==> config.mk <==
export PLATFORM = sky130hd
export DESIGN_NAME = sortb_cell
export DESIGN_NICKNAME = d
export VERILOG_FILES = /design/src/design/sortb_pkg.sv /design/src/design/sortb_cell.sv
export SDC_FILE = /design/constraint.sdc
export NUM_CORES = 1
export LEC_CHECK = 0
export BUFFER_PORTS_ARGS = -buffer_cell sky130_fd_sc_hd__buf_2
export CELL_PAD_IN_SITES_DETAIL_PLACEMENT = 0
export CELL_PAD_IN_SITES_GLOBAL_PLACEMENT = 1
export CORE_MARGIN = 3
export CORE_UTILIZATION = 35
export CTS_CLUSTER_SIZE = 20
export DETAILED_ROUTE_END_ITERATION = 12
export GPL_ROUTABILITY_DRIVEN = 1
export PLACE_DENSITY_LB_ADDON = 0.1
export SYNTH_ARGS = -nofsm -noshare
export SYNTH_HDL_FRONTEND = slang
export SYNTH_SLANG_ARGS = --single-unit
==> constraint.sdc <==
create_clock -name clk -period 9.2 [get_ports clk]
set_input_delay 0.46 -clock clk [delete_from_list [all_inputs] [get_ports clk]]
set_output_delay 0.46 -clock clk [all_outputs]
set_load 0.03 [all_outputs]
==> src/design/sortb_pkg.sv <==
// shared types and constants for the ascending sort block
package sortb_pkg;

	localparam int VALUE_W     = 32;
	localparam int MAX_LEN_DEF = 64;

	typedef logic [VALUE_W-1:0] value_t;

	// what one cell shows to its neighbors
	typedef struct packed {
		value_t val;
		logic   occ;
		logic   gt;
	} cell_link_t;

	// broadcast control from the top level to every cell
	typedef struct packed {
		logic   ins;
		logic   pop;
		value_t x;
	} cell_ctrl_t;

endpackage

==> src/design/sortb_cell.sv <==
// one cell of the insertion chain: holds one value, shifts right on insert, left on pop
module sortb_cell
	import sortb_pkg::*;
(
	input  logic       clk,
	input  logic       arst_n,
	input  cell_ctrl_t ctrl,
	input  cell_link_t left,
	input  cell_link_t right,
	output cell_link_t link
);

	value_t val_q;
	logic   occ_q;
	logic   gt;

	// stable insertion: equal values stay ahead of the new one
	assign gt = occ_q && (val_q > ctrl.x);

	assign link.val = val_q;
	assign link.occ = occ_q;
	assign link.gt  = gt;

	always_ff @(posedge clk or negedge arst_n) begin
		if (!arst_n) begin
			occ_q <= 1'b0;
		end else if (ctrl.pop) begin
			occ_q <= right.occ;
		end else if (ctrl.ins) begin
			occ_q <= occ_q | left.occ;
		end
	end

	always_ff @(posedge clk) begin
		if (ctrl.pop) begin
			val_q <= right.val;
		end else if (ctrl.ins) begin
			if (left.gt) begin
				val_q <= left.val;
			end else if (gt || !occ_q) begin
				val_q <= ctrl.x;
			end
		end
	end

endmodule

==> results.py <==
metrics = {
    "status": {
        "status": "finished clean",
    },
    "timing": {
        "hold-worst-slack_ps": 401,
        "finalCritPeriodShare_pct": 31.4,
        "final-setup-viol-count": 0,
        "worst_pin_slew_ps": 1020,
        "period_minus_slack_ps": 2890,
        "rsz0062_at_grt": "no",
        "max-slew-margin-rel_pct": 32.1,
        "clock.fmax_ghz": 0.346,
        "tns_ps": 0,
        "setup_ws_ps": 6310,
        "slew_viol_final": 0,
        "finalHoldViolCount": 0,
        "clock_skew_ps": 2.66,
    },
    "setup_path": {
        "required_ps": 9110,
        "critPathKind": "reg2reg",
        "end_kind": "flop",
        "critPathMaxFanout": 32,
        "cp_top_family": "simple AND/OR/NAND/NOR gates",
        "cp_cell_sequence": "ha_1 > nand4_1 > nor4_1 > a21boi_0 > a211o_1 > a211oi_1 > nor2_4",
        "slowest_delay_ps": 790,
        "cpMaxStageDelayCell": "nor2_4",
        "start_kind": "flop",
        "crit_start": "val_q[13]",
        "reg2reg_from": "val_q[13]",
        "arrival_ps": 2800,
        "worst-path-buf-inv": 0,
    },
    "routing": {
        "drt_iter0_markers": 76,
        "via_per_inst": 4.64,
        "vias": 2276,
        "finalWirelength_um": 6350,
        "wl_per_cell_um": 12.9,
        "drt_pass1_iterations": 4,
        "route.detailed.drc": 0,
        "antenna_left": 0,
    },
    "clock_network": {
        "postCtsSetupBuffers": 0,
        "cts_tree": "built",
        "cts_hold_buf": 1,
        "clk_latency_ps": 290,
        "cts.root.buffer_cell": "clkbuf_8",
        "path_clk_slew_ps": 70,
        "cts_buffer_depth": 2,
        "htree_levels": 2,
        "cts_resized": 0,
        "clock-sinks": 33,
        "cts_made_buffers": 5,
    },
    "placement": {
        "hpwl_um": 4920,
        "gp_congestion": 0.722,
        "placed_area_um2": 3250,
        "dp_slack_ps": 6010,
        "numPortBuffers": 136,
    },
    "die": {
        "io_pins": 138,
        "die_w_um": 90.5,
        "core_um2": 6870,
        "die_h_um": 90.5,
        "rows": 30,
        "initial_core_util_pct": 36.4,
        "dieArea_um2": 8180,
    },
    "pwr": {
        "powerDensity_nw_per_um2": 136,
        "ir_worst_vdd_mv": 0.0581,
        "power_leakage_uw": 0.00177,
    },
    "hold_path": {
        "hold_start": "right[1]",
        "min_path_type": "in2reg",
    },
    "synth": {
        "synth-seq-cells": 33,
        "synth_area_leaders": "edfxtp_1 (38%), ha_1 (16%), mux2i_1 (13%)",
        "synth_top_area_cell": "edfxtp_1",
        "syn-num-nets": 399,
        "synthesis.area_um2": 2500,
        "synthCells": 263,
        "ys_types": 30,
        "synth_top_area_share_pct": 38.5,
        "yosysSeqAreaShare_pct": 39.5,
        "synth.avg_cell_area_um2": 9.50,
        "yosys_warnings": 0,
    },
    "cells_and_area": {
        "fin_area_um2": 3340,
        "layout_commonest_cell": "buf_2",
        "diodes": 0,
        "areaGrowthSynthToFinish_pct": 33.6,
        "layout_common_cells": "buf_2 (136), nand2_1 (41), o21ai_0 (35), inv_1 (33)",
        "fin_nets": 530,
        "layout-drive-gt1-share_pct": 36.7,
    },
    "grt": {
        "first_global_vias": 2165,
        "grt_usage_pct": 15.4,
        "grt_start_max_net_pins": 69,
        "grt_pass1_wl_um": 10100,
        "grt-ovfl-total": 0,
        "grt_antenna_before_repair": 0,
    },
    "run": {
        "drv.max_cap_violation_count": 0,
    },
}
-- worst paths after layout --
kind	endpoint	depth (start not counted)	slack [ps]
worst max register to register	val_q[18]	7	6310
worst max-delay path	val_q[18]	7	6310
worst min-delay path	occ_q	3	400
max in group asynchronous	occ_q	2	8620
min in group asynchronous	occ_q	2	500
worst min register to register	occ_q	2	600
-- synthesized netlist by cell type (all sizes together) --
master / instances
a41o: 1
a221oi: 1
a211oi: 2
a211o: 1
nor4: 2
clkbuf: 8
edfxtp: 32
a21boi: 1
or3b: 1
o211ai: 2
a21oi: 14
o221ai: 1
or4: 1
a21o: 1
nand3: 2
nor2: 4
ha: 32
buf: 5
o22ai: 1
inv: 33
o21ai: 35
o21a: 1
dfrtp: 1
nor2b: 1
nand2: 41
nand4: 6
mux2i: 32
and4: 1
-- where the power goes --
group          switching (µW)  total (µW)  internal (µW)
Combinational            92.2         151           58.9
Clock                    55.9         107           51.0
Sequential               8.68         195            186
Total                     157         453            296
-- cell families (layout without fill, tap and decap cells) --
kind of cell	count (synthesis)	after routing	share of synthesized area, %
buffers and inverters	46	178	7.36
multiplexers	32	32	12.8
flip-flops	33	33	39.5
AO/OA/AOI/OAI	61	61	13.6
adder cells (fa/ha/maj)	32	32	16.0
AND/OR/NAND/NOR	59	59	10.7
-- flip-flops by register name, indices dropped and copies added (netlist names) --
| name | flops |
|---|---|
| val_q | 32 |
| occ_q | 1 |
-- per-layer routing --
| metal | up-vias | routed length [µm] | global-route usage, % |
|---|---|---|---|
| li1 | 1201 | - | - |
| met4 | 0 | 59 | 4.21 |
| met1 | 988 | 2910 | 19.6 |
| met2 | 82 | 2840 | 24.6 |
| met5 | - | 0 | 0 |
| met3 | 5 | 531 | 5.67 |
-- area by class of cell --
class,instances,area [µm²]
Multi-Input combinational cell,184,1340
Clock inverter,3,12.5
Sequential cell,33,986
Clock buffer,5,68.8
Fill cell,715,3530
Tap cell,96,120
Timing Repair Buffer,137,691
Inverter,33,124
-- stage by stage --
step / util (%) / total power, µW / cells
floorplan: - / 296 / 263
global placement: 47.2 / 350 / 482
detailed placement: 47.2 / 351 / 482
CTS: 48.6 / 462 / 491
global route: 48.6 / 484 / 491
finish: 48.6 / 453 / 491
-- worst register-to-register path, cell delays in order, from the launching register on --
cell      delay, ps
edfxtp_1        400
ha_1            310
nand4_1         150
nor4_1          390
a21boi_0        230
a211o_1         150
a211oi_1        100
nor2_4          790
Power figures use the tool's default switching activity.
